==> config.mk <==
export PLATFORM = sky130hd
export DESIGN_NAME = scba_queue
export DESIGN_NICKNAME = d
export VERILOG_FILES = /design/src/rtl/core/size_class_block_allocator_macros.svh /design/src/rtl/core/scba_pkg.sv /design/src/rtl/core/scba_queue.sv
export SDC_FILE = /design/constraint.sdc
export NUM_CORES = 1
export LEC_CHECK = 0
export BUFFER_PORTS_ARGS = -buffer_cell sky130_fd_sc_hd__buf_4
export CELL_PAD_IN_SITES_DETAIL_PLACEMENT = 0
export CELL_PAD_IN_SITES_GLOBAL_PLACEMENT = 1
export CORE_MARGIN = 5
export CORE_UTILIZATION = 30
export DETAILED_ROUTE_END_ITERATION = 7
export PLACE_DENSITY = 0.68
export SYNTH_ARGS = -nofsm -noshare
export SYNTH_HDL_FRONTEND = slang
export SYNTH_SLANG_ARGS = --single-unit
==> constraint.sdc <==
create_clock -name clk_i -period 2.53 [get_ports clk_i]
set_input_delay 0.759 -clock clk_i [delete_from_list [all_inputs] [get_ports clk_i]]
set_output_delay 0.759 -clock clk_i [all_outputs]
set_load 0.03 [all_outputs]
==> src/rtl/core/size_class_block_allocator_macros.svh <==
// Assertion macros shared by the size class block allocator RTL.
`ifndef SIZE_CLASS_BLOCK_ALLOCATOR_MACROS_SVH
`define SIZE_CLASS_BLOCK_ALLOCATOR_MACROS_SVH

`ifndef SYNTH
// Same-cycle implication: whenever ante holds, cons must hold too.
`define SCBA_ASSERT_IMPL(name, clk, rst_n, ante, cons) \
  name: assert property (@(posedge clk) disable iff (!rst_n) (ante) |-> (cons)) \
    else $error("size class allocator: same-cycle check failed");
// Next-cycle implication: whenever ante holds, cons must hold in the next cycle.
`define SCBA_ASSERT_NEXT(name, clk, rst_n, ante, cons) \
  name: assert property (@(posedge clk) disable iff (!rst_n) (ante) |=> (cons)) \
    else $error("size class allocator: next-cycle check failed");
`else
`define SCBA_ASSERT_IMPL(name, clk, rst_n, ante, cons)
`define SCBA_ASSERT_NEXT(name, clk, rst_n, ante, cons)
`endif

`endif

==> src/rtl/core/scba_pkg.sv <==
// Shared types, constants and class geometry functions for the size class allocator.
`default_nettype none

package scba_pkg;

  localparam int unsigned MAX_CLASSES     = 10;
  localparam int unsigned NUM_CLASSES_DEF = 10;
  localparam int unsigned MIN_ALIGN_DEF   = 16;

  localparam int unsigned SIZE_W      = 32;
  localparam int unsigned ADDR_W      = 23;
  localparam int unsigned OFFSET_BITS = 19;
  localparam int unsigned OFFSET_SPAN = 1 << OFFSET_BITS;
  localparam int unsigned CLS_W       = ADDR_W - OFFSET_BITS;
  localparam int unsigned CLS_N       = 1 << CLS_W;
  localparam int unsigned MAX_BLOCKS  = 1024;
  localparam int unsigned IDX_W       = 10;
  localparam int unsigned CNT_W       = 11;
  localparam int unsigned SZ_W        = 13;
  localparam int unsigned SPAN_W      = OFFSET_BITS + 1;
  localparam int unsigned RECIP_SHIFT = 32;
  localparam int unsigned RECIP_W     = 30;
  localparam int unsigned PROD1_W     = OFFSET_BITS + RECIP_W;
  localparam int unsigned QUOT_W      = PROD1_W - RECIP_SHIFT;
  localparam int unsigned PROD2_W     = QUOT_W + SZ_W;
  localparam int unsigned QUEUE_DEPTH = 2;

  localparam logic OP_ALLOC = 1'b0;
  localparam logic OP_FREE  = 1'b1;

  typedef enum logic [1:0] {
    ST_OK    = 2'd0,
    ST_INVAL = 2'd1,
    ST_NOMEM = 2'd2,
    ST_STATE = 2'd3
  } scba_status_e;

  // One classified request waiting for the stack engine.
  typedef struct packed {
    logic               is_free;
    scba_status_e       status;
    logic [CLS_W-1:0]   cls;
    logic [IDX_W-1:0]   idx;
  } scba_req_t;

  typedef struct packed {
    logic full;
    logic empty;
  } scba_qstat_t;

  // Nominal byte size of each class; unused codes return the smallest size.
  function automatic int unsigned class_bytes_f(int unsigned c);
    int unsigned b;
    case (c)
      0:       b = 8;
      1:       b = 16;
      2:       b = 32;
      3:       b = 64;
      4:       b = 128;
      5:       b = 256;
      6:       b = 512;
      7:       b = 1024;
      8:       b = 2048;
      9:       b = 4096;
      default: b = 8;
    endcase
    return b;
  endfunction

  function automatic int unsigned pool_blocks_f(int unsigned bytes);
    int unsigned n;
    if (bytes <= 32)       n = 1024;
    else if (bytes <= 128) n = 512;
    else if (bytes <= 512) n = 256;
    else                   n = 128;
    return n;
  endfunction

endpackage

`default_nettype wire

==> src/rtl/core/scba_queue.sv <==
// Two-entry request queue between the classifier and the stack engine.
`default_nettype none

module scba_queue import scba_pkg::*; (
  input  wire logic      clk_i,
  input  wire logic      rst_ni,
  input  wire logic      push_i,
  input  wire scba_req_t entry_i,
  input  wire logic      pop_i,
  output scba_req_t      head_o,
  output scba_qstat_t    stat_o
);

  localparam int unsigned PTR_W = $clog2(QUEUE_DEPTH);
  localparam int unsigned CNT_QW = PTR_W + 1;

  scba_req_t          slots_q [QUEUE_DEPTH];
  logic [PTR_W-1:0]   wr_ptr_q, rd_ptr_q;
  logic [CNT_QW-1:0]  count_q;

  assign stat_o.full  = (count_q == CNT_QW'(QUEUE_DEPTH));
  assign stat_o.empty = (count_q == '0);
  assign head_o       = slots_q[rd_ptr_q];

  always_ff @(posedge clk_i or negedge rst_ni) begin
    if (!rst_ni) begin
      wr_ptr_q <= '0;
      rd_ptr_q <= '0;
      count_q  <= '0;
    end else begin
      if (push_i) wr_ptr_q <= wr_ptr_q + 1'b1;
      if (pop_i)  rd_ptr_q <= rd_ptr_q + 1'b1;
      if (push_i && !pop_i)      count_q <= count_q + 1'b1;
      else if (pop_i && !push_i) count_q <= count_q - 1'b1;
    end
  end

  always_ff @(posedge clk_i) begin
    if (push_i) slots_q[wr_ptr_q] <= entry_i;
  end

endmodule

`default_nettype wire

==> flow_metrics.tcl <==
set metrics [dict create \
    outcome "completed" \
    path_clk_slew_ns 0.07 \
    synth_cell_type_count 13 \
    initial_core_util_pct 31.0 \
    synth_area_um2 1460 \
    diodes 0 \
    grt_max_degree 19 \
    post_drt_via_cell_ratio 3.91 \
    p_total_mw 2.38 \
    die_y_um 79.9 \
    synth-seq-cells 38 \
    numCtsBuffers 5 \
    drive_gt1_share_pct 57.3 \
    hold_violations 0 \
    fin_skew_ns 0.00546 \
    globalRouteTotalUtil_pct 8.22 \
    die_w_um 79.9 \
    rows 25 \
    critical_path_required_ns 1.77 \
    seq_area_frac_synth_pct 76.6 \
    endpoint_kind "primary output" \
    final_cell_mix "buf_4 (42), edfxtp_1 (34), mux2_4 (9)" \
    setup_ws_ns 0.326 \
    clkLatencyLatePin_ns 0.28 \
    h-tree-depth 2 \
    routedWlPerCell_um 13.4 \
    worst_r2r_startpoint "wr_ptr_q" \
    tightest_slew_ns 0.294 \
    finalSetupViolations 0 \
    grt_pass1_vias 846 \
    drtPass1Iterations 4 \
    cts.repair.resized 0 \
    finalMaxSlewViolations 0 \
    crit_arrival_ns 1.44 \
    finalWirelength_um 2460 \
    wl_met2_um 1240 \
    synth_cells 69 \
    dieArea_um2 6380 \
    fin_crit_sh_pct 87.1 \
    r2r_end "slots_q[1][3]" \
    nets 138 \
    ioPinCount 40 \
    p_leak_nw 0.786 \
    maxCapViolations 0 \
    holdBufCountCts 0 \
    vias 720 \
    setup.worst_path.class "register to primary output" \
    fin_crit_ns 2.20 \
    dr.max_layer_used "met4" \
    max_freq_mhz 454 \
    cp_max_fo 18 \
    reg2regPathDepth 2 \
    syn_avg_cell_area_um2 21.2 \
    route.detailed.drc 0 \
    slew_headroom_pct 80.4 \
    cts_root_buffer "clkbuf_8" \
    cts_setup_buffers 0 \
    p_per_area_nw_per_um2 1210 \
    syn-num-nets 91 \
    ant_nets 0 \
    grt_pass1_wl_um 3830 \
    final_common_cell "buf_4" \
    wl_met3_um 184 \
    ff2ff_setup_slack_ns 1.43 \
    antenna_found_initial 0 \
    clk_path_buf_depth 2 \
    drt_iter0_markers 30 \
    grt_overflow_total 0 \
    hp-class "input port to asynchronous set/reset pin" \
    coreArea_um2 4720 \
    ir_drop_mv 0.412 \
    place_congestion 0.734 \
    cts_sinks 38 \
    ys.warnings.count 0 \
    syn_to_final_growth_pct 34.4 \
    wl_met1_um 1000 \
    rsz0062_at_grt "no" \
    io_buffers 39 \
    dp_slack_ns 0.621 \
    fin_tns_setup_ns 0 \
    critPathLaunchType "register" \
    cts_tree "yes" \
]
power by group:
group | switching [mW] | leakage (nW) | internal, mW
registers | 0.0499 | 0.366 | 0.841
logic | 0.508 | 0.354 | 0.393
clock network | 0.194 | 0.0658 | 0.390
through the flow:
step | utilization [%] | std cells | instance area, um2 | hold slack (ns)
6_report | 41.6 | 184 | 1970 | 0.264
2_1_floorplan | - | 69 | 1460 | 0.455
3_3_place_gp | 38.8 | 176 | 1830 | 0.477
4_1_cts | 41.6 | 184 | 1970 | 0.250
5_1_grt | 41.6 | 184 | 1970 | 0.247
3_5_place_dp | 38.8 | 176 | 1830 | 0.501
Yosys cell counts:
library cell | instances | share of area, %
and2_1 | 1 | 0.43
buf_12 | 1 | 1.4
buf_6 | 1 | 0.77
dfrtp_1 | 4 | 6.8
edfxtp_1 | 34 | 70
ha_1 | 1 | 0.85
inv_1 | 1 | 0.26
mux2_2 | 8 | 6.2
mux2_4 | 9 | 9.2
nor2_1 | 2 | 0.51
nor2b_1 | 2 | 0.85
xnor2_1 | 1 | 0.60
xor2_1 | 4 | 2.4
flip-flops by register name, summed over array words and instances (netlist names):
signal,count
count_q,2
rd_ptr_q,1
slots_q,34
wr_ptr_q,1
cell families (layout without fill, tap and decap cells):
group | after synthesis | count (layout) | synth area share (%)
fa+ha+maj | 1 | 1 | 0.855
flops | 38 | 38 | 76.6
buf+inv | 3 | 51 | 2.39
mux | 17 | 17 | 15.4
xor+xnor | 5 | 5 | 2.99
simple gates | 5 | 5 | 1.80
how the worst max path moves through the flow:
stage,startpoint,to,slack [ns],cells after the start
after floorplan,push_i,slots_q[0][0],0.57,1
after global placement,rd_ptr_q,head_o[6],0.62,3
after detailed placement,rd_ptr_q,head_o[6],0.62,3
after CTS,rd_ptr_q,head_o[6],0.30,3
after global routing,rd_ptr_q,head_o[6],0.25,3
final,rd_ptr_q,head_o[6],0.33,3
worst max-delay path, cell delays in order, from the launching register on:
cell     delay (ns)
dfrtp_1        0.32
buf_4          0.29
mux2_2         0.39
buf_4          0.17
area by class of cell:
cell class	instances	area, um2
sequential	38	1120
timing repair buffer	42	315
multi-input combinational	28	310
tap	67	83.8
clock inverter	3	63.8
inverter	1	3.75
fill	437	2760
clock buffer	5	68.8
routing by layer:
| layer | up-vias | GRT usage (%) |
|---|---|---|
| met3 | 2 | 2.82 |
| met4 | 0 | 5.07 |
| met2 | 29 | 13.9 |
| met1 | 338 | 8.71 |
| met5 | - | 0 |
| li1 | 351 | - |
Power figures use the tool's default switching activity.
