[src/rtl/core/size_class_block_allocator_macros.svh]
// Assertion macros shared by the size class block allocator RTL.
`ifndef SIZE_CLASS_BLOCK_ALLOCATOR_MACROS_SVH
`define SIZE_CLASS_BLOCK_ALLOCATOR_MACROS_SVH

`ifndef SYNTH
// Same-cycle implication: whenever ante holds, cons must hold too.
`define SCBA_ASSERT_IMPL(name, clk, rst_n, ante, cons) \
  name: assert property (@(posedge clk) disable iff (!rst_n) (ante) |-> (cons)) \
    else $error("size class allocator: same-cycle check failed");
// Next-cycle implication: whenever ante holds, cons must hold in the next cycle.
`define SCBA_ASSERT_NEXT(name, clk, rst_n, ante, cons) \
  name: assert property (@(posedge clk) disable iff (!rst_n) (ante) |=> (cons)) \
    else $error("size class allocator: next-cycle check failed");
`else
`define SCBA_ASSERT_IMPL(name, clk, rst_n, ante, cons)
`define SCBA_ASSERT_NEXT(name, clk, rst_n, ante, cons)
`endif

`endif

[src/rtl/core/scba_pkg.sv]
// Shared types, constants and class geometry functions for the size class allocator.
`default_nettype none

package scba_pkg;

  localparam int unsigned MAX_CLASSES     = 10;
  localparam int unsigned NUM_CLASSES_DEF = 10;
  localparam int unsigned MIN_ALIGN_DEF   = 16;

  localparam int unsigned SIZE_W      = 32;
  localparam int unsigned ADDR_W      = 23;
  localparam int unsigned OFFSET_BITS = 19;
  localparam int unsigned OFFSET_SPAN = 1 << OFFSET_BITS;
  localparam int unsigned CLS_W       = ADDR_W - OFFSET_BITS;
  localparam int unsigned CLS_N       = 1 << CLS_W;
  localparam int unsigned MAX_BLOCKS  = 1024;
  localparam int unsigned IDX_W       = 10;
  localparam int unsigned CNT_W       = 11;
  localparam int unsigned SZ_W        = 13;
  localparam int unsigned SPAN_W      = OFFSET_BITS + 1;
  localparam int unsigned RECIP_SHIFT = 32;
  localparam int unsigned RECIP_W     = 30;
  localparam int unsigned PROD1_W     = OFFSET_BITS + RECIP_W;
  localparam int unsigned QUOT_W      = PROD1_W - RECIP_SHIFT;
  localparam int unsigned PROD2_W     = QUOT_W + SZ_W;
  localparam int unsigned QUEUE_DEPTH = 2;

  localparam logic OP_ALLOC = 1'b0;
  localparam logic OP_FREE  = 1'b1;

  typedef enum logic [1:0] {
    ST_OK    = 2'd0,
    ST_INVAL = 2'd1,
    ST_NOMEM = 2'd2,
    ST_STATE = 2'd3
  } scba_status_e;

  // One classified request waiting for the stack engine.
  typedef struct packed {
    logic               is_free;
    scba_status_e       status;
    logic [CLS_W-1:0]   cls;
    logic [IDX_W-1:0]   idx;
  } scba_req_t;

  typedef struct packed {
    logic full;
    logic empty;
  } scba_qstat_t;

  // Nominal byte size of each class; unused codes return the smallest size.
  function automatic int unsigned class_bytes_f(int unsigned c);
    int unsigned b;
    case (c)
      0:       b = 8;
      1:       b = 16;
      2:       b = 32;
      3:       b = 64;
      4:       b = 128;
      5:       b = 256;
      6:       b = 512;
      7:       b = 1024;
      8:       b = 2048;
      9:       b = 4096;
      default: b = 8;
    endcase
    return b;
  endfunction

  function automatic int unsigned pool_blocks_f(int unsigned bytes);
    int unsigned n;
    if (bytes <= 32)       n = 1024;
    else if (bytes <= 128) n = 512;
    else if (bytes <= 512) n = 256;
    else                   n = 128;
    return n;
  endfunction

endpackage

`default_nettype wire

[src/rtl/core/scba_front.sv]
// Request classifier: picks the class, checks free addresses and derives the block index.
`default_nettype none

module scba_front import scba_pkg::*; #(
  parameter int unsigned NUM_CLASSES = NUM_CLASSES_DEF,
  parameter int unsigned MIN_ALIGN   = MIN_ALIGN_DEF
) (
  input  wire logic              clk_i,
  input  wire logic              rst_ni,
  input  wire logic              start,
  output logic                   busy,
  input  wire logic              op_i,
  input  wire logic [SIZE_W-1:0] req_size_i,
  input  wire logic [ADDR_W-1:0] block_addr_i,
  input  wire scba_qstat_t       q_stat_i,
  output logic                   q_push_o,
  output scba_req_t              q_entry_o
);

  localparam int unsigned EFF = (NUM_CLASSES < MAX_CLASSES) ? NUM_CLASSES : MAX_CLASSES;

  localparam logic [1:0] F_IDLE = 2'd0;
  localparam logic [1:0] F_CALC = 2'd1;
  localparam logic [1:0] F_MUL  = 2'd2;
  localparam logic [1:0] F_PUSH = 2'd3;

  logic [SZ_W-1:0]    sz_tab    [CLS_N];
  logic [SPAN_W-1:0]  span_tab  [CLS_N];
  logic [RECIP_W-1:0] recip_tab [CLS_N];
  logic [CLS_N-1:0]   valid_tab;

  for (genvar g = 0; g < CLS_N; g++) begin : g_geom
    localparam int unsigned CB    = class_bytes_f(g);
    localparam int unsigned SZ    = ((CB + MIN_ALIGN - 1) / MIN_ALIGN) * MIN_ALIGN;
    localparam int unsigned NCAP  = OFFSET_SPAN / SZ;
    localparam int unsigned NPOOL = pool_blocks_f(CB);
    localparam int unsigned NB    = (NPOOL < NCAP) ? NPOOL : NCAP;
    localparam longint unsigned RECIP = ((64'd1 << RECIP_SHIFT) + SZ - 1) / SZ;
    assign sz_tab[g]    = SZ_W'(SZ);
    assign span_tab[g]  = SPAN_W'(SZ * NB);
    assign recip_tab[g] = RECIP_W'(RECIP);
    assign valid_tab[g] = (g < EFF);
  end

  logic [1:0]          state_q, state_d;
  logic                op_q, op_d;
  logic [SIZE_W-1:0]   size_q, size_d;
  logic [ADDR_W-1:0]   addr_q, addr_d;
  logic [CLS_W-1:0]    cls_q, cls_d;
  scba_status_e        st_q, st_d;
  logic [QUOT_W-1:0]   quot_q, quot_d;
  logic [PROD2_W-1:0]  prod2_q, prod2_d;

  logic                accept;
  logic                can_take;
  logic [CLS_W-1:0]    free_cls;
  logic [OFFSET_BITS-1:0] off;
  logic [PROD1_W-1:0]  prod1;
  logic [CLS_W-1:0]    alloc_cls;
  logic                alloc_ok;
  logic                misaligned;

  assign can_take = (state_q == F_IDLE) || ((state_q == F_PUSH) && !q_stat_i.full);
  assign busy     = !can_take;
  assign accept   = start && can_take;

  assign free_cls = addr_q[ADDR_W-1:OFFSET_BITS];
  assign off      = addr_q[OFFSET_BITS-1:0];
  // Exact quotient off / size by a rounded-up reciprocal; exact for 19-bit offsets.
  assign prod1    = PROD1_W'(off) * PROD1_W'(recip_tab[free_cls]);

  // Smallest class that holds the request; the highest hit is overwritten by lower ones.
  always_comb begin
    alloc_cls = '0;
    alloc_ok  = 1'b0;
    for (int i = EFF - 1; i >= 0; i--) begin
      if (size_q <= SIZE_W'(class_bytes_f(i))) begin
        alloc_cls = CLS_W'(i);
        alloc_ok  = 1'b1;
      end
    end
    if (size_q == '0) alloc_ok = 1'b0;
  end

  always_comb begin
    state_d = state_q;
    op_d    = op_q;
    size_d  = size_q;
    addr_d  = addr_q;
    cls_d   = cls_q;
    st_d    = st_q;
    quot_d  = quot_q;
    prod2_d = prod2_q;
    case (state_q)
      F_IDLE: begin
        state_d = F_IDLE;
      end
      F_CALC: begin
        if (op_q == OP_ALLOC) begin
          cls_d = alloc_cls;
          st_d  = alloc_ok ? ST_OK : ST_INVAL;
        end else begin
          cls_d = free_cls;
          st_d  = (valid_tab[free_cls] && (SPAN_W'(off) < span_tab[free_cls])) ?
                  ST_OK : ST_INVAL;
        end
        quot_d  = prod1[PROD1_W-1:RECIP_SHIFT];
        state_d = F_MUL;
      end
      F_MUL: begin
        prod2_d = PROD2_W'(quot_q) * PROD2_W'(sz_tab[cls_q]);
        state_d = F_PUSH;
      end
      F_PUSH: begin
        if (!q_stat_i.full) state_d = F_IDLE;
      end
      default: state_d = F_IDLE;
    endcase
    if (accept) begin
      op_d    = op_i;
      size_d  = req_size_i;
      addr_d  = block_addr_i;
      state_d = F_CALC;
    end
  end

  assign misaligned = (op_q == OP_FREE) && (prod2_q != PROD2_W'(off));

  assign q_push_o          = (state_q == F_PUSH) && !q_stat_i.full;
  assign q_entry_o.is_free = op_q;
  assign q_entry_o.status  = ((st_q == ST_OK) && misaligned) ? ST_INVAL : st_q;
  assign q_entry_o.cls     = cls_q;
  assign q_entry_o.idx     = quot_q[IDX_W-1:0];

  always_ff @(posedge clk_i or negedge rst_ni) begin
    if (!rst_ni) begin
      state_q <= F_IDLE;
    end else begin
      state_q <= state_d;
    end
  end

  always_ff @(posedge clk_i) begin
    op_q    <= op_d;
    size_q  <= size_d;
    addr_q  <= addr_d;
    cls_q   <= cls_d;
    st_q    <= st_d;
    quot_q  <= quot_d;
    prod2_q <= prod2_d;
  end

endmodule

`default_nettype wire

[config.mk]
export PLATFORM = sky130hd
export DESIGN_NAME = scba_front
export DESIGN_NICKNAME = d
export VERILOG_FILES = /design/src/rtl/core/size_class_block_allocator_macros.svh /design/src/rtl/core/scba_pkg.sv /design/src/rtl/core/scba_front.sv
export SDC_FILE = /design/constraint.sdc
export NUM_CORES = 1
export LEC_CHECK = 0
export ABC_AREA = 1
export ABC_CLOCK_PERIOD_IN_PS = 12600
export BUFFER_PORTS_ARGS = -buffer_cell sky130_fd_sc_hd__buf_2
export CAP_MARGIN = 20
export CORE_MARGIN = 5
export CORE_UTILIZATION = 49
export DETAILED_ROUTE_END_ITERATION = 8
export GPL_ROUTABILITY_DRIVEN = 0
export GPL_TIMING_DRIVEN = 0
export MAX_ROUTING_LAYER = met4
export PLACE_DENSITY = 0.66
export SYNTH_ARGS = -nofsm -noshare
export SYNTH_HDL_FRONTEND = slang
export SYNTH_SLANG_ARGS = --single-unit
[constraint.sdc]
create_clock -name clk_i -period 12.6 [get_ports clk_i]
set_input_delay 2.52 -clock clk_i [delete_from_list [all_inputs] [get_ports clk_i]]
set_output_delay 2.52 -clock clk_i [all_outputs]
set_load 0.005 [all_outputs]
==> results.py, run 1 <==
metrics = {
    "run_status": {
        "status": "complete, no violations",
    },
    "setup_path": {
        "critical_path_peak_fanout": 10,
        "cp.arrival_ns": 6.96,
        "setup.worst_path.class": "reg -> reg",
        "cp.required_ns": 12.70,
        "timing.critical_path.to_type": "flop",
        "setup.worst_path.start_class": "flop",
    },
    "cts": {
        "clkSinkCount": 107,
        "clock_tree.root_cell": "sky130_fd_sc_hd__clkbuf_16",
        "clk_pin_slew_worst_paths_ns": 0.08,
        "post_cts_resize_count": 0,
        "holdBufCountCts": 0,
        "ctsLongestPathBuffers": 2,
        "tritoncts": "yes",
        "post_cts.repair.setup_buffers": 0,
        "cts_max_level": 3,
        "cts_made_buffers": 9,
        "clk_lat_worst_skew_ns": 0.35,
    },
    "sta": {
        "setup_violations": 0,
        "report.final.slew_viol_count": 0,
        "period_share_pct": 54.4,
        "finalSetupTns_ns": 0,
        "min_cycle_time_layout_ns": 6.85,
        "fmax_mhz": 146,
        "grt_setup_unrepaired": "no",
        "worst_slew_pin_slew_ns": 1.03,
        "worst_clock_skew_ns": 0.0120,
        "worst_slew_margin_rel_pct": 31.1,
        "report.final.hold_viol_count": 0,
    },
    "synthesis": {
        "synth.cell_area_um2": 15400,
        "synth-main-ff-cell": "sky130_fd_sc_hd__edfxtp_1",
        "synth_top_area_cell": "sky130_fd_sc_hd__fa_1",
        "post_synth_most_frequent_cells": "sky130_fd_sc_hd__inv_1, sky130_fd_sc_hd__nor2_1, sky130_fd_sc_hd__nand2_1, sky130_fd_sc_hd__fa_1, sky130_fd_sc_hd__ha_1",
        "synth_most_common_cell": "sky130_fd_sc_hd__inv_1",
        "post_synth.cell_area_avg_um2": 8.89,
        "synthTopCellsByArea": "sky130_fd_sc_hd__fa_1, sky130_fd_sc_hd__edfxtp_1, sky130_fd_sc_hd__ha_1",
        "yosysUniqueCellTypes": 48,
        "synth_top_cell_area_share_pct": 29.1,
        "synth_sequential_area_ratio_pct": 20.7,
        "synthArstFlopShare_pct": 1.87,
        "synth.net_count": 2208,
        "synth_enable_flop_cells": 104,
        "synth_seq_cells": 107,
        "yosys_warnings": 0,
        "synth_cells": 1734,
    },
    "power": {
        "totalPowerFinal_w": 0.00286,
        "power.leakage_nw": 8.65,
        "ir_drop_uv": 106,
        "power_density_nw_per_um2": 171,
    },
    "hold_path": {
        "worstHoldPathType": "reg -> reg",
    },
    "global_route": {
        "global_route.overflow_total": 0,
        "grt_max_degree": 39,
        "global_route.usage.total_pct": 21.8,
        "wire_length_of_the_first_global_routing_pass_um": 60100,
        "antenna_found_initial": 0,
        "number_of_global_route_vias_before_repair": 11900,
    },
    "floorplanning": {
        "core-area_um2": 31300,
        "initial_core_utilization_pct": 49.2,
        "rows": 65,
        "die_span_in_x_um": 187,
        "top_level_ports": 80,
        "die_height_um": 187,
        "design.die.area_um2": 35100,
    },
    "drt": {
        "dr_total_vias": 11500,
        "routed_wire_length_per_instance_um": 16.1,
        "drt-vias-per-instance": 5.14,
        "ant_nets": 0,
        "dr.pass1.iters": 5,
        "drc": 0,
        "drt_iter0_drc": 729,
        "routed_wl_um": 36000,
    },
    "layout": {
        "nNetsFinal": 2298,
        "antennaDiodeCount": 0,
        "final_layout_size_suffix_gt1_share_pct": 9.02,
        "synthToLayoutAreaGrowth_pct": 8.25,
        "fill_cells": 2870,
    },
    "place": {
        "placement.io_buffers": 77,
        "place_hpwl_um": 30400,
    },
    "run": {
        "max-cap-violations": 0,
    },
}
[where the power goes]
| group | internal [W] | switching [W] |
|---|---|---|
| Clock | 0.000163 | 0.000143 |
| Sequential | 0.000593 | 0.000131 |
| Combinational | 0.000686 | 0.00114 |
[state kept, by name, indices dropped and copies added (netlist names), named ones only]
| name | cells |
|---|---|
| addr_q | 23 |
| cls_q | 4 |
| op_q | 1 |
| prod2_q | 26 |
| quot_q | 17 |
| size_q | 32 |
| st_q | 1 |
| state_q | 2 |
[layer usage]
| layer | global-route usage [%] | wire [µm] | up-vias |
|---|---|---|---|
| met5 | - | 0 | - |
| met4 | 4.35 | 699 | 0 |
| met3 | 3.00 | 1980 | 47 |
| met2 | 34.7 | 16600 | 375 |
| met1 | 30.3 | 16700 | 5549 |
| li1 | - | - | 5506 |
[metrics by stage]
stage                     util (%)  hold slack (ns)  setup WS [ns]  instances  instance area, µm²
after floorplan                  -            0.527           6.83       1734               15400
after global placement        52.1            0.548           5.89       2213               16300
after detailed placement      52.1            0.545           5.83       2214               16300
after CTS                     53.2            0.560           5.81       2230               16700
after global routing          53.3            0.615           5.46       2231               16700
final                         53.3            0.559           5.75       2231               16700
[path summary, 6_finish.rpt]
kind | slack, ns | depth (start not counted) | to | from
setup / recovery | 5.75 | 26 | quot_q[11] | addr_q[21]
hold / removal | 0.56 | 3 | st_q[0] | flop
setup reg to reg | 5.75 | 26 | quot_q[11] | addr_q[21]
hold reg to reg | 0.56 | 3 | st_q[0] | flop
max in group asynchronous | 10.57 | 1 | state_q[1] | rst_ni
min in group asynchronous | 1.94 | 1 | state_q[0] | rst_ni
[critical path, cell delays in order (launching register included)]
cell and delay (ns):
sky130_fd_sc_hd__edfxtp_1 0.45, sky130_fd_sc_hd__inv_1 0.14, sky130_fd_sc_hd__nand3_1 0.17, sky130_fd_sc_hd__nor2_2 0.51
sky130_fd_sc_hd__clkinv_1 0.53, sky130_fd_sc_hd__nor2_1 0.28, sky130_fd_sc_hd__fa_1 0.19, sky130_fd_sc_hd__inv_1 0.06
sky130_fd_sc_hd__fa_1 0.54, sky130_fd_sc_hd__inv_1 0.05, sky130_fd_sc_hd__fa_1 0.49, sky130_fd_sc_hd__inv_1 0.04
sky130_fd_sc_hd__fa_1 0.47, sky130_fd_sc_hd__inv_1 0.05, sky130_fd_sc_hd__fa_1 0.52, sky130_fd_sc_hd__inv_1 0.05
sky130_fd_sc_hd__fa_1 0.52, sky130_fd_sc_hd__inv_1 0.04, sky130_fd_sc_hd__ha_1 0.38, sky130_fd_sc_hd__a21oi_1 0.23
sky130_fd_sc_hd__inv_1 0.06, sky130_fd_sc_hd__a31oi_1 0.25, sky130_fd_sc_hd__o21ai_1 0.14, sky130_fd_sc_hd__a21oi_2 0.16
sky130_fd_sc_hd__nor2_1 0.05, sky130_fd_sc_hd__nor2_1 0.11, sky130_fd_sc_hd__xnor2_1 0.09
[cells in the final DEF, fill, tap and decap left out, types with 4 or more instances in the layout]
cell type	n
sky130_fd_sc_hd__nand4_1	15
sky130_fd_sc_hd__nor4_1	6
sky130_fd_sc_hd__nor3_1	11
sky130_fd_sc_hd__buf_1	4
sky130_fd_sc_hd__o21ai_0	23
sky130_fd_sc_hd__nor2_1	279
sky130_fd_sc_hd__o21ai_1	8
sky130_fd_sc_hd__inv_1	362
sky130_fd_sc_hd__a21oi_1	43
sky130_fd_sc_hd__a211oi_1	4
sky130_fd_sc_hd__nand2_2	9
sky130_fd_sc_hd__inv_2	11
sky130_fd_sc_hd__fa_1	224
sky130_fd_sc_hd__edfxtp_1	104
sky130_fd_sc_hd__a21o_1	4
sky130_fd_sc_hd__nor2_4	5
sky130_fd_sc_hd__nor2_2	13
sky130_fd_sc_hd__ha_1	189
sky130_fd_sc_hd__clkbuf_1	18
sky130_fd_sc_hd__buf_2	80
sky130_fd_sc_hd__xnor2_1	26
sky130_fd_sc_hd__buf_4	12
sky130_fd_sc_hd__clkbuf_16	9
sky130_fd_sc_hd__nand3_1	27
sky130_fd_sc_hd__xor2_1	28
sky130_fd_sc_hd__a21oi_2	8
sky130_fd_sc_hd__nand2_1	259
[cell families (layout without fill, tap and decap cells)]
family / after synthesis / after routing / share of synthesized area [%]
other: 1 / 1 / 0.0243
adder cells (fa/ha/maj): 413 / 413 / 44.4
AO/OA/AOI/OAI: 111 / 111 / 4.33
flip-flops: 107 / 107 / 20.7
XOR/XNOR: 54 / 54 / 3.07
buffers and inverters: 413 / 508 / 10.4
AND/OR/NAND/NOR: 635 / 635 / 17.1
[final cells by class]
type / count / area [µm²] / area share, %
multi-input cells: 1214 / 10600 / 63.7
flip-flops and latches: 107 / 3190 / 19.1
inverters: 376 / 1410 / 8.46
well taps: 402 / 503 / 3.01
repair buffers: 79 / 433 / 2.59
clock buffers: 9 / 225 / 1.35
plain buffers: 37 / 188 / 1.12
clock inverters: 7 / 110 / 0.660
Note: power is estimated with default switching activity, not from simulation.
==> run 2: changes to the inputs <==
ABC_AREA = 0   (was 1)
ABC_CLOCK_PERIOD_IN_PS = 6600   (was 12600)
clock period = 6.6 ns   (was 12.6 ns; I/O delays follow)
==> results.py, run 2 <==
metrics = {
    "drt": {
        "wl_met3_um": 1790,
        "wl_met2_um": 16500,
        "ant_nets": 0,
        "top_layer_used_by_detailed_routing": "met4",
        "dr_total_vias": 10700,
        "drt_iter0_drc": 709,
        "routedLengthMet1_um": 15800,
        "drc": 0,
        "routed_wl_um": 34700,
        "drt-vias-per-instance": 5.24,
        "routed_wire_length_per_instance_um": 17.0,
        "dr.pass1.iters": 5,
    },
    "cts": {
        "clk_pin_slew_worst_paths_ns": 0.08,
        "clock_tree.root_cell": "sky130_fd_sc_hd__clkbuf_16",
        "clkSinkCount": 107,
        "ctsLongestPathBuffers": 2,
        "holdBufCountCts": 0,
        "cts_made_buffers": 9,
        "clk_lat_worst_skew_ns": 0.36,
        "cts_max_level": 3,
        "tritoncts": "yes",
    },
    "synthesis": {
        "yosys_warnings": 0,
        "post_synth.cell_area_avg_um2": 9.95,
        "synth_most_common_cell": "sky130_fd_sc_hd__inv_1",
        "synth_top_area_cell": "sky130_fd_sc_hd__fa_1",
        "synth_seq_cells": 107,
        "yosysUniqueCellTypes": 62,
        "synth.net_count": 1994,
        "synth-main-ff-cell": "sky130_fd_sc_hd__edfxtp_1",
        "synthTopCellsByArea": "sky130_fd_sc_hd__fa_1, sky130_fd_sc_hd__edfxtp_1, sky130_fd_sc_hd__ha_1",
        "synth_enable_flop_cells": 104,
        "post_synth_most_frequent_cells": "sky130_fd_sc_hd__inv_1, sky130_fd_sc_hd__fa_1, sky130_fd_sc_hd__ha_1, sky130_fd_sc_hd__and2_1, sky130_fd_sc_hd__nand2_1",
        "synth_cells": 1520,
        "synth_sequential_area_ratio_pct": 21.1,
        "synth.cell_area_um2": 15100,
        "synthArstFlopShare_pct": 1.87,
        "synth_top_cell_area_share_pct": 29.7,
    },
    "layout": {
        "multi_input_area_um2": 10800,
        "nNetsFinal": 2113,
        "fill_cells": 2633,
        "layout.area.seq_um2": 3190,
        "antennaDiodeCount": 0,
        "largest_register_ffs": 32,
        "largest_registers": "size_q x32, prod2_q x26, addr_q x23",
        "top_register": "size_q",
        "final_cell_mix": "sky130_fd_sc_hd__inv_1, sky130_fd_sc_hd__fa_1, sky130_fd_sc_hd__ha_1",
        "layout.cells.most_common": "sky130_fd_sc_hd__inv_1",
        "final_layout_size_suffix_gt1_share_pct": 12.1,
        "synthToLayoutAreaGrowth_pct": 11.8,
    },
    "sta": {
        "setup_violations": 0,
        "report.final.hold_viol_count": 0,
        "finalHoldWorstSlack_ns": 0.550,
        "min_cycle_time_layout_ns": 6.33,
        "worst_slew_margin_rel_pct": 54.1,
        "report.final.slew_viol_count": 0,
        "period_share_pct": 96.0,
        "worst_slew_pin_slew_ns": 0.688,
        "post-route-worst-setup-slack_ns": 0.265,
        "fmax_mhz": 158,
        "worst_clock_skew_ns": 0.00977,
        "finalSetupTns_ns": 0,
    },
    "setup_path": {
        "cp.arrival_ns": 6.45,
        "timing.critical_path.to_type": "flop",
        "setup.worst_path.class": "reg -> reg",
        "critical_path_peak_fanout": 6,
        "cp.required_ns": 6.71,
        "setup.worst_path.start_class": "flop",
    },
    "floorplanning": {
        "die_height_um": 186,
        "die_span_in_x_um": 186,
        "initial_core_utilization_pct": 49.6,
        "top_level_ports": 80,
        "core-area_um2": 30500,
        "rows": 64,
        "design.die.area_um2": 34500,
    },
    "power": {
        "ir_drop_uv": 189,
        "power.leakage_nw": 8.51,
        "power_density_nw_per_um2": 313,
        "totalPowerFinal_w": 0.00529,
    },
    "run_status": {
        "status": "complete, no violations",
    },
    "global_route": {
        "wire_length_of_the_first_global_routing_pass_um": 57800,
        "global_route.usage.total_pct": 21.6,
        "antenna_found_initial": 0,
        "number_of_global_route_vias_before_repair": 11400,
        "global_route.overflow_total": 0,
        "grt_max_degree": 37,
    },
    "place": {
        "place_hpwl_um": 27800,
        "pre_cts_slack_ns": -0.952,
        "placement.io_buffers": 77,
    },
    "run": {
        "max-cap-violations": 0,
    },
    "hold_path": {
        "worstHoldPathType": "reg -> reg",
    },
}
## run 2: cell types whose count changed after synthesis, sizes merged, moves of 11 or more
cell	change
or3	+11
nand2	-101
a21oi	-27
inv	-91
clkbuf	+17
nand3	-18
nor2	-246
and2	+177
## run 2: layout make-up
class	count	share of cell area, %
Buffer	57	1.86
Clock buffer	9	1.33
Clock inverter	7	0.496
Inverter	282	6.26
Multi-Input combinational cell	1073	64.1
Sequential cell	107	18.9
Tap cell	396	2.93
Timing Repair Buffer	109	4.09
## run 2: critical path: stages, from the launching register on
cell and delay, ns:
sky130_fd_sc_hd__edfxtp_1 0.47, sky130_fd_sc_hd__or3b_4 0.47, sky130_fd_sc_hd__nor2_4 0.15, sky130_fd_sc_hd__buf_4 0.17, sky130_fd_sc_hd__and2_1 0.14, sky130_fd_sc_hd__fa_1 0.42
sky130_fd_sc_hd__inv_1 0.09, sky130_fd_sc_hd__fa_1 0.43, sky130_fd_sc_hd__fa_1 0.52, sky130_fd_sc_hd__inv_1 0.04, sky130_fd_sc_hd__ha_1 0.31, sky130_fd_sc_hd__fa_1 0.54
sky130_fd_sc_hd__inv_1 0.06, sky130_fd_sc_hd__fa_1 0.53, sky130_fd_sc_hd__inv_1 0.06, sky130_fd_sc_hd__ha_4 0.25, sky130_fd_sc_hd__a21oi_2 0.15, sky130_fd_sc_hd__a21bo_2 0.27
sky130_fd_sc_hd__o211ai_1 0.11, sky130_fd_sc_hd__buf_4 0.17, sky130_fd_sc_hd__a211oi_4 0.08, sky130_fd_sc_hd__or3_4 0.41, sky130_fd_sc_hd__a31oi_4 0.17, sky130_fd_sc_hd__xnor2_1 0.07
## run 2: path summary, 6_finish.rpt
path,startpoint,cells past startpoint,slack (ns),endpoint
worst min register to register,flop,1,0.55,st_q[0]
max in group asynchronous,rst_ni,1,5.74,state_q[1]
worst min-delay path,flop,1,0.55,st_q[0]
min in group asynchronous,rst_ni,1,0.74,state_q[0]
worst max register to register,addr_q[21],23,0.27,quot_q[15]
worst max-delay path,addr_q[21],23,0.27,quot_q[15]
## run 2: logic make-up after synthesis
kind of cell               after synthesis  share of synthesized area (%)
and+or+nand+nor                        496                           17.0
DFF                                    107                           21.1
xor gates and xnor gates                47                           2.72
AOI/OAI and AO/OA                      116                           5.09
other                                    1                         0.0248
adders and majority gates              413                           45.3
buffers and inverters                  340                           8.75
## run 2: per-layer routing
layer | vias up | GRT usage (%)
met5 | - | -
li1 | 5049 | -
met2 | 279 | 35.4
met4 | 0 | 4.40
met1 | 5302 | 28.9
met3 | 51 | 3.48
## run 2: timing repair
action,CTS,global route
buffers inserted,11,17
gates resized for setup,56,35
setup endpoints to repair,23,16
pin swaps,5,11
## run 2: per-stage QoR
| step | cell area, µm² | std cells | utilization (%) |
|---|---|---|---|
| global route | 16900 | 2040 | 55.4 |
| detailed placement | 16000 | 1995 | 52.5 |
| finish | 16900 | 2040 | 55.4 |
| global placement | 16000 | 1993 | 52.4 |
| CTS | 16600 | 2022 | 54.4 |
| floorplan | 15100 | 1520 | - |
## run 2: where the power goes
| group | internal [W] | switching (W) |
|---|---|---|
| Combinational | 0.00140 | 0.00200 |
| Sequential | 0.00113 | 0.000218 |
| Clock | 0.000275 | 0.000275 |
| Total | 0.00280 | 0.00249 |
==> run 3: changes to the inputs <==
ABC_CLOCK_PERIOD_IN_PS = 6000   (was 6600)
clock period = 6 ns   (was 6.6 ns; I/O delays follow)
==> results.py, run 3 (synthesized netlist as in run 2, its figures left out) <==
metrics = {
    "cts": {
        "clock_tree.root_cell": "sky130_fd_sc_hd__clkbuf_16",
        "ctsLongestPathBuffers": 2,
        "cts_made_buffers": 9,
        "clkSinkCount": 107,
        "tritoncts": "yes",
        "clk_pin_slew_worst_paths_ns": 0.08,
        "clk_lat_worst_skew_ns": 0.37,
        "cts_max_level": 3,
        "holdBufCountCts": 0,
    },
    "power": {
        "total_switching_power_w": 0.00294,
        "power_switching_share_pct": 46.0,
        "power.leakage_nw": 8.75,
        "power.share.clock_pct": 9.5,
        "ir_drop_uv": 222,
        "pwr-share-seq_pct": 23.3,
        "power_density_nw_per_um2": 359,
        "internal-power_w": 0.00345,
        "pwr-share-comb_pct": 67.2,
    },
    "sta": {
        "worst_slew_pin_slew_ns": 0.997,
        "setup_violations": 10,
        "report.final.slew_viol_count": 0,
        "period_share_pct": 103,
        "worst_clock_skew_ns": 0.0102,
        "post-route-worst-setup-slack_ns": -0.182,
        "report.final.hold_viol_count": 0,
        "worst_slew_margin_rel_pct": 33.5,
        "finalSetupTns_ns": -1.04,
        "fmax_mhz": 162,
        "grt_setup_unrepaired": "yes",
        "min_cycle_time_layout_ns": 6.18,
    },
    "setup_path": {
        "critPathMostFrequentCell": "sky130_fd_sc_hd__ha_1",
        "reg2reg_slack_ns": -0.18,
        "timing.reg2reg.worst_path_depth": 21,
        "slowest_library_cell_on_the_worst_path": "sky130_fd_sc_hd__fa_2",
        "setup.worst_path.start_class": "flop",
        "cp.required_ns": 6.12,
        "critPathMaxStageDelay_ns": 0.55,
        "worstReg2RegStart": "addr_q[22]",
        "timing.critical_path.cells": "or3b_4, nor2_4, buf_6, and2_1, fa_1, fa_1, inv_1, fa_2, inv_1, ha_1, ha_1, fa_2, ha_1, a211oi_4, o211ai_1, o211ai_1, buf_4, a211oi_4, or3_4, a31oi_4, xnor2_1",
        "critical_path_peak_fanout": 6,
        "setup.worst_path.class": "reg -> reg",
        "timing.critical_path.to_type": "flop",
        "cp.arrival_ns": 6.30,
        "crit-reg2reg-capture": "quot_q[15]",
    },
    "hold_path": {
        "whs_endpoint": "st_q[0]",
        "holdPathStages": 1,
        "worstHoldPathType": "reg -> reg",
    },
    "drt": {
        "routed_wl_um": 35500,
        "dr_total_vias": 10900,
        "drt-vias-per-instance": 5.24,
        "dr.pass1.iters": 5,
        "ant_nets": 0,
        "routed_wire_length_per_instance_um": 17.0,
        "drt_iter0_drc": 736,
        "drc": 0,
    },
    "floorplanning": {
        "core-area_um2": 30500,
        "top_level_ports": 80,
        "rows": 64,
        "die_span_in_x_um": 186,
        "design.die.area_um2": 34500,
        "initial_core_utilization_pct": 49.6,
        "die_height_um": 186,
    },
    "place": {
        "placement.io_buffers": 77,
        "place_hpwl_um": 27100,
        "area_of_placed_instances_um2": 16100,
    },
    "run_status": {
        "status": "finished with violations",
        "violations": "negative setup slack",
    },
    "run": {
        "max-cap-violations": 0,
    },
    "global_route": {
        "antenna_found_initial": 0,
        "global_route.overflow_total": 0,
        "global_route.usage.total_pct": 22.1,
        "number_of_global_route_vias_before_repair": 11500,
        "wire_length_of_the_first_global_routing_pass_um": 59200,
        "grt_max_degree": 38,
    },
    "layout": {
        "final_cell_mix": "sky130_fd_sc_hd__inv_1, sky130_fd_sc_hd__fa_1, sky130_fd_sc_hd__and2_1",
        "multi_input_area_um2": 11300,
        "layout.cells.most_common": "sky130_fd_sc_hd__inv_1",
        "finalInstanceArea_um2": 17800,
        "top_register": "size_q",
        "synthToLayoutAreaGrowth_pct": 17.7,
        "nNetsFinal": 2157,
        "final_core_utilization_pct": 58.3,
        "antennaDiodeCount": 0,
        "largest_registers": "size_q x32, prod2_q x26, addr_q x23",
        "layout.area.seq_um2": 3190,
        "final_layout_size_suffix_gt1_share_pct": 18.8,
        "largest_register_ffs": 32,
        "fill_cells": 2592,
    },
}
## run 3: cell count changes in the layout (fill, tap and decap cells not counted), moves of 5 or more
cell and change:
sky130_fd_sc_hd__inv_2 +10, sky130_fd_sc_hd__a21oi_2 +5, sky130_fd_sc_hd__buf_4 +40, sky130_fd_sc_hd__nand2_1 -7
sky130_fd_sc_hd__nand2_2 +5, sky130_fd_sc_hd__and3_4 +5, sky130_fd_sc_hd__ha_1 -22, sky130_fd_sc_hd__buf_6 +9
sky130_fd_sc_hd__clkbuf_2 -9, sky130_fd_sc_hd__a21oi_1 -6, sky130_fd_sc_hd__ha_4 +20, sky130_fd_sc_hd__nor2_4 +5
sky130_fd_sc_hd__inv_1 -11
## run 3: metrics by stage
stage	std cells	setup slack, ns	hold WS, ns	total power [W]
floorplan	1520	0.00517	0.521	0.00399
global placement	1993	-1.37	0.555	0.00495
detailed placement	1995	-1.38	0.556	0.00498
CTS	2063	-0.101	0.574	0.00602
global route	2084	-0.342	0.591	0.00704
finish	2084	-0.182	0.576	0.00638
## run 3: routing by layer
layer	global-route usage, %	share of wire (%)
met2	35.9	49
met5	-	0
met4	5.74	2.2
met1	30.0	44
met3	2.68	4.4
## run 3: worst max-delay path: cells and delay by family, from the launching register on
family | cells | cell delay, ns
xor gates and xnor gates | 1 | 0.08
and+or+nand+nor | 4 | 1.24
adders and majority gates | 7 | 2.81
DFF | 1 | 0.47
AOI/OAI and AO/OA | 5 | 0.91
buffers and inverters | 4 | 0.42
## run 3: final cells by class
cell class / count / share of cell area (%)
multi-input cells: 1073 / 63.7
flip-flops and latches: 107 / 18.0
inverters: 282 / 5.96
repair buffers: 154 / 5.70
well taps: 396 / 2.79
plain buffers: 56 / 2.12
clock buffers: 9 / 1.27
clock inverters: 7 / 0.513
## run 3: how the worst max path moves through the flow
stage | from | to | slack [ns] | cells past startpoint
after global routing | addr_q[22] | quot_q[9] | -0.34 | 22
final | addr_q[22] | quot_q[15] | -0.18 | 21
after detailed placement | addr_q[20] | quot_q[15] | -1.38 | 19
after global placement | addr_q[20] | quot_q[16] | -1.37 | 22
after floorplan | addr_q[22] | quot_q[9] | 0.005 | 23
after CTS | addr_q[22] | quot_q[16] | -0.10 | 22
## run 3: power groups by stage
stage / clock, W / combinational (W) / sequential [W]
after floorplan: 0 / 0.00260 / 0.00138
after detailed placement: 0 / 0.00347 / 0.00150
final: 0.000610 / 0.00429 / 0.00149
after CTS: 0.000623 / 0.00391 / 0.00149
after global routing: 0.000658 / 0.00486 / 0.00151
after global placement: 0 / 0.00344 / 0.00152
## run 3: repair_timing
item	CTS	global route
hold endpoints to repair	0	0
cloned	0	0
gates resized for setup	133	78
pin swaps	55	54
endpoints found under the setup margin	33	22
setup buffers	53	21
